--- config.mk ---
export PLATFORM = sky130hd
export DESIGN_NAME = nmea_ubx_frame_splitter
export DESIGN_NICKNAME = d
export VERILOG_FILES = /design/src/sv/nusf_pkg.sv /design/src/sv/nusf_tracker.sv /design/src/sv/nmea_ubx_frame_splitter.sv
export SDC_FILE = /design/constraint.sdc
export NUM_CORES = 1
export LEC_CHECK = 0
export BUFFER_PORTS_ARGS = -buffer_cell sky130_fd_sc_hd__buf_2
export CAP_MARGIN = 30
export CORE_MARGIN = 2
export CORE_UTILIZATION = 56
export CTS_CLUSTER_DIAMETER = 150
export DETAILED_ROUTE_END_ITERATION = 10
export GPL_ROUTABILITY_DRIVEN = 0
export GPL_TIMING_DRIVEN = 0
export HOLD_SLACK_MARGIN = 0.12
export PLACE_DENSITY_LB_ADDON = 0.15
export SYNTH_ARGS = -nofsm -noshare
export SYNTH_HDL_FRONTEND = slang
export SYNTH_SLANG_ARGS = --single-unit
export TNS_END_PERCENT = 10
--- constraint.sdc ---
create_clock -name clk -period 4.78 [get_ports clk]
set_clock_uncertainty 0.15 [all_clocks]
set_input_delay 1.195 -clock clk [delete_from_list [all_inputs] [get_ports clk]]
set_output_delay 1.195 -clock clk [all_outputs]
set_load 0.02 [all_outputs]
--- src/sv/nusf_pkg.sv ---
// ----------------------------------------------------------------------------
// nusf_pkg: shared types and constants of the NMEA/UBX frame splitter
// Byte codes, phase and tag encodings, and counter widths.
// ----------------------------------------------------------------------------
package nusf_pkg;

  localparam int MAX_LEN = 512;
  localparam int FPOS_W  = $clog2(MAX_LEN + 1);
  localparam int REM_W   = 17;

  localparam logic [7:0] CH_DOLLAR = 8'h24;
  localparam logic [7:0] CH_G      = 8'h47;
  localparam logic [7:0] CH_LF     = 8'h0a;
  localparam logic [7:0] CH_SYNC1  = 8'hb5;
  localparam logic [7:0] CH_SYNC2  = 8'h62;

  typedef enum logic [7:0] {
    PH_IDLE    = 8'b0000_0001,
    PH_WANT_G  = 8'b0000_0010,
    PH_TEXT    = 8'b0000_0100,
    PH_SYNC2   = 8'b0000_1000,
    PH_CLASSID = 8'b0001_0000,
    PH_LEN_LO  = 8'b0010_0000,
    PH_LEN_HI  = 8'b0100_0000,
    PH_PAYLOAD = 8'b1000_0000
  } phase_t;

  typedef enum logic [2:0] {
    TAG_IGNORE   = 3'd0,
    TAG_TEXT     = 3'd1,
    TAG_TEXT_END = 3'd2,
    TAG_BIN      = 3'd3,
    TAG_BIN_END  = 3'd4
  } tag_t;

  typedef struct packed {
    tag_t tag;
    logic aborted;
  } result_t;

endpackage

--- src/sv/nusf_tracker.sv ---
// ----------------------------------------------------------------------------
// nusf_tracker: framing state and byte classifier
// Holds the frame phase and counters, tags the current byte and advances
// the state when step is high.
// ----------------------------------------------------------------------------
module nusf_tracker
  import nusf_pkg::*;
(
  input  logic          clk,
  input  logic          rst,
  input  logic          step,
  input  logic [7:0]    byte_in,
  output result_t       result
);

  localparam logic [FPOS_W-1:0] MAX_POS = FPOS_W'(MAX_LEN);

  phase_t              phase, phase_next, cur;
  logic [FPOS_W-1:0]   frame_pos, frame_pos_next;
  logic [FPOS_W-1:0]   byte_count, byte_count_next, bc_inc;
  logic [REM_W-1:0]    remaining_len, remaining_len_next;

  assign bc_inc = byte_count + FPOS_W'(1);

  always_comb begin
    phase_next         = phase;
    frame_pos_next     = frame_pos;
    byte_count_next    = byte_count;
    remaining_len_next = remaining_len;
    result.tag         = TAG_IGNORE;
    result.aborted     = 1'b0;
    cur                = phase;

    // drop an overlong frame before this beat
    if (frame_pos >= MAX_POS) begin
      if (phase != PH_IDLE) begin
        result.aborted = 1'b1;
      end
      cur        = PH_IDLE;
      phase_next = PH_IDLE;
    end

    unique case (cur)
      PH_IDLE: begin
        frame_pos_next = '0;
        if (byte_in == CH_DOLLAR) begin
          frame_pos_next = FPOS_W'(1);
          phase_next     = PH_WANT_G;
          result.tag     = TAG_TEXT;
        end else if (byte_in == CH_SYNC1) begin
          frame_pos_next = FPOS_W'(1);
          phase_next     = PH_SYNC2;
          result.tag     = TAG_BIN;
        end
      end
      PH_WANT_G: begin
        if (byte_in == CH_G) begin
          frame_pos_next = frame_pos + FPOS_W'(1);
          phase_next     = PH_TEXT;
          result.tag     = TAG_TEXT;
        end
      end
      PH_TEXT: begin
        frame_pos_next = frame_pos + FPOS_W'(1);
        if (byte_in == CH_LF) begin
          phase_next = PH_IDLE;
          result.tag = TAG_TEXT_END;
        end else begin
          result.tag = TAG_TEXT;
        end
      end
      PH_SYNC2: begin
        if (byte_in == CH_SYNC2) begin
          frame_pos_next  = frame_pos + FPOS_W'(1);
          byte_count_next = '0;
          phase_next      = PH_CLASSID;
          result.tag      = TAG_BIN;
        end else begin
          phase_next = PH_IDLE;
        end
      end
      PH_CLASSID: begin
        frame_pos_next  = frame_pos + FPOS_W'(1);
        byte_count_next = bc_inc;
        if (bc_inc == FPOS_W'(2)) begin
          phase_next = PH_LEN_LO;
        end
        result.tag = TAG_BIN;
      end
      PH_LEN_LO: begin
        frame_pos_next     = frame_pos + FPOS_W'(1);
        remaining_len_next = REM_W'(byte_in);
        phase_next         = PH_LEN_HI;
        result.tag         = TAG_BIN;
      end
      PH_LEN_HI: begin
        frame_pos_next     = frame_pos + FPOS_W'(1);
        remaining_len_next = REM_W'({byte_in, remaining_len[7:0]}) + REM_W'(2);
        byte_count_next    = '0;
        phase_next         = PH_PAYLOAD;
        result.tag         = TAG_BIN;
      end
      PH_PAYLOAD: begin
        frame_pos_next  = frame_pos + FPOS_W'(1);
        byte_count_next = bc_inc;
        if (REM_W'(bc_inc) >= remaining_len) begin
          phase_next = PH_IDLE;
          result.tag = TAG_BIN_END;
        end else begin
          result.tag = TAG_BIN;
        end
      end
      default: begin
        phase_next = PH_IDLE;
      end
    endcase
  end

  always_ff @(posedge clk) begin
    if (rst) begin
      phase         <= PH_IDLE;
      frame_pos     <= '0;
      byte_count    <= '0;
      remaining_len <= '0;
    end else if (step) begin
      phase         <= phase_next;
      frame_pos     <= frame_pos_next;
      byte_count    <= byte_count_next;
      remaining_len <= remaining_len_next;
    end
  end

  a_pos_bound: assert property (@(posedge clk) disable iff (rst)
    frame_pos <= MAX_POS)
    else $error("frame position past limit");

  a_end_to_idle: assert property (@(posedge clk) disable iff (rst)
    step && (result.tag == TAG_TEXT_END || result.tag == TAG_BIN_END) |=> phase == PH_IDLE)
    else $error("frame end did not return to idle");

  a_payload_open: assert property (@(posedge clk) disable iff (rst)
    phase == PH_PAYLOAD |-> REM_W'(byte_count) < remaining_len)
    else $error("payload count reached length without ending frame");

endmodule

--- src/sv/nmea_ubx_frame_splitter.sv ---
// ----------------------------------------------------------------------------
// nmea_ubx_frame_splitter: tags each byte of a receiver stream
// Takes one byte per beat and returns it with a tag: ignored, text sentence
// byte, sentence line feed, binary frame byte or binary frame end, plus an
// aborted flag when a frame was dropped for reaching MAX_LEN bytes. One beat
// is accepted every cycle while in_stall is low; each byte passes an input
// register and then the result register before it is presented. The framing
// state updates once per byte, so it runs one byte per cycle unless stalled.
// ----------------------------------------------------------------------------
module nmea_ubx_frame_splitter
  import nusf_pkg::*;
(
  input  logic       clk,
  input  logic       rst,
  input  logic       in_valid,
  output logic       in_stall,
  input  logic [7:0] rx_byte,
  output logic       out_valid,
  input  logic       out_stall,
  output logic [7:0] out_byte,
  output logic [2:0] tag,
  output logic       aborted
);

  logic       in_valid_q;
  logic [7:0] in_byte_q;
  logic       advance;
  result_t    result;
  result_t    result_q;

  assign advance  = in_valid_q && (!out_valid || !out_stall);
  assign in_stall = in_valid_q && !advance;

  always_ff @(posedge clk) begin
    if (rst) begin
      in_valid_q <= 1'b0;
    end else if (!in_stall) begin
      in_valid_q <= in_valid;
    end
  end

  always_ff @(posedge clk) begin
    if (!in_stall && in_valid) begin
      in_byte_q <= rx_byte;
    end
  end

  nusf_tracker u_tracker (
    .clk     (clk),
    .rst     (rst),
    .step    (advance),
    .byte_in (in_byte_q),
    .result  (result)
  );

  always_ff @(posedge clk) begin
    if (rst) begin
      out_valid <= 1'b0;
    end else if (advance) begin
      out_valid <= 1'b1;
    end else if (!out_stall) begin
      out_valid <= 1'b0;
    end
  end

  always_ff @(posedge clk) begin
    if (advance) begin
      out_byte <= in_byte_q;
      result_q <= result;
    end
  end

  assign tag     = 3'(result_q.tag);
  assign aborted = result_q.aborted;

endmodule
======== After elaboration in Yosys (flattened, before gate mapping) ========
Cells that the tools add are included.
word-level totals
  bits in registers ....................... 67
  logic and storage cells ................. 77
  input port bits ......................... 12
  output and inout bits ................... 14
operators by class
  add/subtract/negate cells ............... 3
  equal/unequal tests ..................... 18
  reductions and logical operators ........ 17
  magnitude comparators ................... 2
  multiplexer cells ....................... 27
operator list
  kind                   count
  $pmux 8 s8             1
  $mux 8                 7
  $mux 10                4
  $pmux 10 s4            1
  $pmux 17 s2            1
  $pmux 10 s3            1
  $eq 8x7->1 const B     3
  $add 10x1->10 const B  2
  $pmux 3 s6             1
  $add 16x2->17 const B  1
  $ge 10x17->1           1
  $eq 8x4->1 const B     2
  $eq 8x6->1 const B     2
  $eq 8x8->1 const B     2
  $eq 10x2->1 const B    1
  $ge 10x10->1 const B   1
  $eq 8x1->1 const B     1
  $eq 8x2->1 const B     1
  $eq 8x3->1 const B     1
  $eq 8x5->1 const B     1
  $ne 8x1->1 const B     1
  $mux 2                 3
  $mux 3                 2
  $ne 2x1->1 const B     3
  14 further kinds       23

======== Depth between registers and ports, before layout ========
  word-level depth ........................ 7
  depth in mapped cells ................... 12
  mapped depth without buffers ............ 11

======== Modules after synthesis ========
A second synthesis with hierarchy kept.
unflattened totals
  cell total of the unflattened synthesis .. 447
  area total of the unflattened synthesis .. 3911.3 µm²
modules (own cells, without submodules)
  module                   area each (µm²)  instances  cells an instance  seq. area each (µm²)
  nusf_tracker             3224.3           1          417                900.9
  nmea_ubx_frame_splitter  686.9            1          30                 640.6

======== Worst setup path before layout ========
OpenSTA, ideal clock, no wires.
  path kind ............................... flip-flop to flip-flop
  start point ............................. register u_tracker.byte_count[0]
  end point ............................... register result_q, in the netlist tag[0], data pin
  setup time .............................. 0.278 ns
  period minus slack after synthesis ...... 3.076 ns
  setup slack ............................. 1.704 ns
  path buffers ............................ 1
  cell stages (with the launch flop) ...... 13
  data required time ...................... 4.352 ns
  arrival time ............................ 2.648 ns
  cell sequence ........................... dfxtp_1 ha_1 clkbuf_1 and2_1 nand4_1 xnor2_1 ha_1 and4_1 and3b_1 a2111oi_0 o21a_1 nor4_1 o211ai_1
RTL lines
  element                 RTL line                       RTL
  start, declared         nusf_tracker.sv:20             logic [FPOS_W-1:0] byte_count, byte_count_next, bc_inc;
  start signal, assigned  nusf_tracker.sv:128            byte_count <= byte_count_next;
  end signal, assigned    nmea_ubx_frame_splitter.sv:69  result_q <= result;
  end, declared           nmea_ubx_frame_splitter.sv:29  result_t result_q;

======== Worst setup path after layout ========
  start point ............................. register u_tracker.byte_count[0]
  end point ............................... register u_tracker.phase[5]
between the ends
  cells in the longest elaborated chain, start to end .. 4
  elaborated cells between the ends (all ways) .. 6
  those cells by class .................... 1 x add/sub; 1 x order compare; 1 x eq/ne; 3 x mux
ends and longest elaborated chain
  element                                             RTL line                                 RTL
  $add 10x1->10 *                                     nusf_tracker.sv:23                       assign bc_inc = byte_count + FPOS_W'(1);
  $ge 10x17->1 / $eq 10x2->1 (equally long branches)  nusf_tracker.sv:106, nusf_tracker.sv:85
  $mux 8, on equally long branches                    nusf_tracker.sv:106, nusf_tracker.sv:85
  $pmux 8 s8 *                                        nusf_tracker.sv:43                       unique case (cur)
  end signal, assigned                                nusf_tracker.sv:126                      phase <= phase_next;
  end, declared                                       nusf_tracker.sv:18                       phase_t phase, phase_next, cur;
Mark *: on every way between the ends. The rest lies on a longest branch, timed or not.
A chain may end at the register's enable or synchronous reset.

==> out/qor.txt <==
RUN STATUS
--------------------------------------------------------------------------------
Result of the run                                                   finished clean

CLOCK NETWORK
--------------------------------------------------------------------------------
Clock Latency Late Sink                                                  0.35 ns
Maximum clock path buffer count                                                2
Clock transition at path regs                                            0.08 ns
Cts-stage hold buffer count                                                    0
Cts bufs inserted                                                              9
TritonCTS clock tree                                                       built
Number of cells upsized or downsized after cts                                 0
Root buffer cell                                                        clkbuf_8
Number of buffers added for setup after CTS                                    0
Number of clock sinks seen by CTS                                             67
H-tree depth reported by CTS                                                   3

SETUP PATH
--------------------------------------------------------------------------------
Max stage delay cell, worst path                                         dfxtp_1
Maximum fanout count along the critical path                                   9
CP cell instances                                                   ha_1 > clkbuf_1 > and2_1 > nand4_1 > xnor2_1 > ha_1 > and4_1 > and3b_1 > a2111oi_0 > o21a_1 > nor3_1 > a2111oi_0
Required time reported for the critical path endpoint                    4.86 ns
Delay of the slowest cell on the worst path                              0.53 ns
Crit Path Category                                                    reg -> reg
Logic depth of the worst register-to-register path                            12
Startpoint types                                                        register
Reg2Reg Setup Slack                                                      1.09 ns
Arrival time of the worst setup path                                     3.77 ns
Capture point of the worst reg-to-reg path                          u_tracker.phase[5]$_SDFFE_PP0P_
Category of the worst setup path capture point                          register
Launching point of the worst reg2reg path                           u_tracker.byte_count[0]$_SDFFE_PP0P_

SYNTHESIS
--------------------------------------------------------------------------------
Synth Instances                                                              449
Leading cell types by total area after synthesis                    dfxtp_1, edfxtp_1, ha_1
Register bit total from synthesis                                             67
Leading area contributor after synthesis                                 dfxtp_1
Count of flip-flops with a built-in enable after synthesis                    20
Post-synthesis cell area                                                3900 µm²
Post-Synthesis Mean Instance Area                                       8.68 µm²
Fraction of synthesized cell area taken by the top area cell type          24.1%
Number of nets in the synthesized netlist                                    476
Sequential element share of the synthesized area                           39.5%
Async S/R FF share, synth                                                     0%
Number of warning messages in the yosys log                                    0
Main flop type after synthesis                                           dfxtp_1
Number of unique standard cell types used by synthesis                        64

LAYOUT
--------------------------------------------------------------------------------
Fraction of final layout cells with drive strength greater than 1          11.8%
Layout overhead on the synthesized area                                    10.4%
Final cell count without fillers                                             571
Most common library cell in the layout ignoring fill and taps            dfxtp_1
Net total in the final layout                                                513
Fillers                                                                      621
ANT cells                                                                      0
Most frequent cells in the layout                                   dfxtp_1, nor2_1, nand2_1

HOLD PATH
--------------------------------------------------------------------------------
Endpoint of the worst hold path                                     out_byte[5]$_DFFE_PP_
Hold Path Depth                                                                0
Launch instance of the worst min-delay path                         in_byte_q[5]$_DFFE_PP_
Hold/Removal Path Class                                               reg -> reg

GLOBAL ROUTING
--------------------------------------------------------------------------------
Layer with the highest usage after global routing                           met2
Grt met1 use                                                               37.6%
Number of antenna violations at the first check in global routing              0
First-pass GRT wire length                                              16000 µm
GR Util All Layers                                                         26.9%
Largest net degree at the start of global routing                             13
Global route overflow                                                          0
Global-route met2 utilization                                              39.9%
Vias in the first global route                                              3251
Global-route met3 utilization                                              7.01%

POWER AND IR DROP
--------------------------------------------------------------------------------
Areal power density over the cells                                    253 nW/µm²
Worst VDD drop                                                          0.139 mV
Sum of internal, switching and leakage power                             1.09 mW
Leak Pwr                                                                 1.55 nW

FLOORPLAN
--------------------------------------------------------------------------------
Die area                                                                7650 µm²
Die Ht                                                                   87.4 µm
I/O pin count                                                                 26
Starting Density                                                           57.7%
Core area                                                               6760 µm²
Number of placement rows                                                      30
Die width                                                                87.4 µm

STA
--------------------------------------------------------------------------------
Worst-case setup margin in the final layout                              1.09 ns
Number of endpoints with negative hold slack in the final report               0
Final worst path period share                                              77.2%
Final-report setup violation count                                             0
Tmin final                                                               3.69 ns
Pin slew with the least headroom to its limit                           0.728 ns
Max-slew violation total from the final report                                 0
Max-slew headroom at the worst pin                                         51.0%
Total Neg Setup Slack                                                       0 ns
Unrepaired setup endpoints after global routing                               no
Maximum operating frequency                                              271 MHz

PLACED DESIGN
--------------------------------------------------------------------------------
Setup slack after placement                                              1.12 ns
Number of buffer cells added on primary ports                                 25
Final HPWL from detailed placement                                       7000 µm
Number of instances in the placed design                                     555

ROUTING
--------------------------------------------------------------------------------
Average via count per standard cell                                         6.34
DR iter-0 viols                                                              328
Post-DRT Antenna Nets                                                          0
Routed wire length                                                       9670 µm
Routed wire per std cell                                                 16.9 µm
Number of remaining DRC errors                                                 0
Total number of vias                                                        3620
Number of iterations in the first detailed-routing pass                        5

JOB
--------------------------------------------------------------------------------
Max-cap violation count                                                        0

-- Yosys cell counts, types with 5 or more instances --
| library cell | count |
|---|---|
| and3_1 | 7 |
| a211o_1 | 5 |
| nand2b_1 | 5 |
| nand4_1 | 12 |
| or4_1 | 6 |
| ha_1 | 15 |
| nand2_1 | 37 |
| dfxtp_1 | 47 |
| nand3_1 | 17 |
| a22oi_1 | 16 |
| inv_1 | 23 |
| xnor2_1 | 13 |
| edfxtp_1 | 20 |
| nor2b_1 | 7 |
| a21oi_1 | 26 |
| and4_1 | 6 |
| o21ai_0 | 18 |
| o31ai_1 | 9 |
| nor2_1 | 44 |
| nor4_1 | 7 |
| xor2_1 | 6 |
| buf_2 | 6 |
| nor3_1 | 8 |
| clkbuf_1 | 20 |
-- power by group --
group / internal (mW) / leakage [nW] / total (mW) / switching (mW)
Combinational: 0.0197 / 0.890 / 0.0659 / 0.0462
Clock: 0.189 / 0.0904 / 0.422 / 0.233
Sequential: 0.595 / 0.570 / 0.602 / 0.00680
Total: 0.804 / 1.55 / 1.09 / 0.286
-- sequential cells by signal, summed over array words and instances (netlist names) --
name                     count
aborted                      1
u_tracker.byte_count        10
u_tracker.remaining_len     17
u_tracker.phase              8
out_byte                     8
in_byte_q                    8
out_valid                    1
in_valid_q                   1
u_tracker.frame_pos         10
tag                          3
-- cells by family (layout without fill, tap and decap cells) --
logic type	count (synthesis)	after routing	synth area share [%]
and+or+nand+nor	179	179	25.1
AOI/OAI and AO/OA	116	116	20.4
DFF	67	67	39.5
buffers and inverters	52	94	5.58
xor gates and xnor gates	19	19	4.27
adders and majority gates	15	15	4.81
muxes	1	1	0.257
-- layout make-up --
| class | count | area (µm²) | share of cell area [%] |
|---|---|---|---|
| Multi-Input combinational cell | 330 | 2140 | 49.7 |
| Sequential cell | 67 | 1540 | 35.8 |
| Timing Repair Buffer | 26 | 136 | 3.17 |
| Buffer | 29 | 131 | 3.05 |
| Clock buffer | 10 | 128 | 2.97 |
| Tap cell | 80 | 100 | 2.33 |
| Inverter | 23 | 86.3 | 2.01 |
| Clock inverter | 6 | 41.3 | 0.959 |
-- per-stage QoR --
stage / instance area (µm²) / utilization, % / hold slack [ns]
2_1_floorplan: 3900 / - / 0.271
3_3_place_gp: 4120 / 61.0 / 0.276
3_5_place_dp: 4140 / 61.2 / 0.282
4_1_cts: 4300 / 63.7 / 0.301
5_1_grt: 4300 / 63.7 / 0.337
6_report: 4300 / 63.7 / 0.304
-- metal layers --
layer	wire length (µm)	share of wire, %
met5	0	0
met4	228	2.4
met3	651	6.7
met2	4340	45
met1	4450	46
-- worst max-delay path, delay by kind of cell (launching register included) --
kind | cells | cell delay (ns)
DFF | 1 | 0.53
AOI/OAI and AO/OA | 3 | 1.02
and+or+nand+nor | 5 | 0.80
adders and majority gates | 2 | 0.49
buffers and inverters | 1 | 0.31
xor gates and xnor gates | 1 | 0.27
-- how the worst max path moves through the flow --
stage / slack (ns) / depth (start not counted) / from / endpoint
2_1_floorplan: 1.70 / 12 / u_tracker.byte_count[0]$_SDFFE_PP0P_ / tag[0]$_DFFE_PP_
3_3_place_gp: 1.16 / 8 / out_stall / u_tracker.phase[0]$_SDFFE_PP1P_
3_5_place_dp: 1.12 / 12 / u_tracker.byte_count[0]$_SDFFE_PP0P_ / u_tracker.phase[5]$_SDFFE_PP0P_
4_1_cts: 1.07 / 12 / u_tracker.byte_count[0]$_SDFFE_PP0P_ / u_tracker.phase[5]$_SDFFE_PP0P_
5_1_grt: 0.80 / 12 / u_tracker.byte_count[0]$_SDFFE_PP0P_ / u_tracker.phase[5]$_SDFFE_PP0P_
6_report: 1.09 / 12 / u_tracker.byte_count[0]$_SDFFE_PP0P_ / u_tracker.phase[5]$_SDFFE_PP0P_
(Power assumes the default switching activity.)
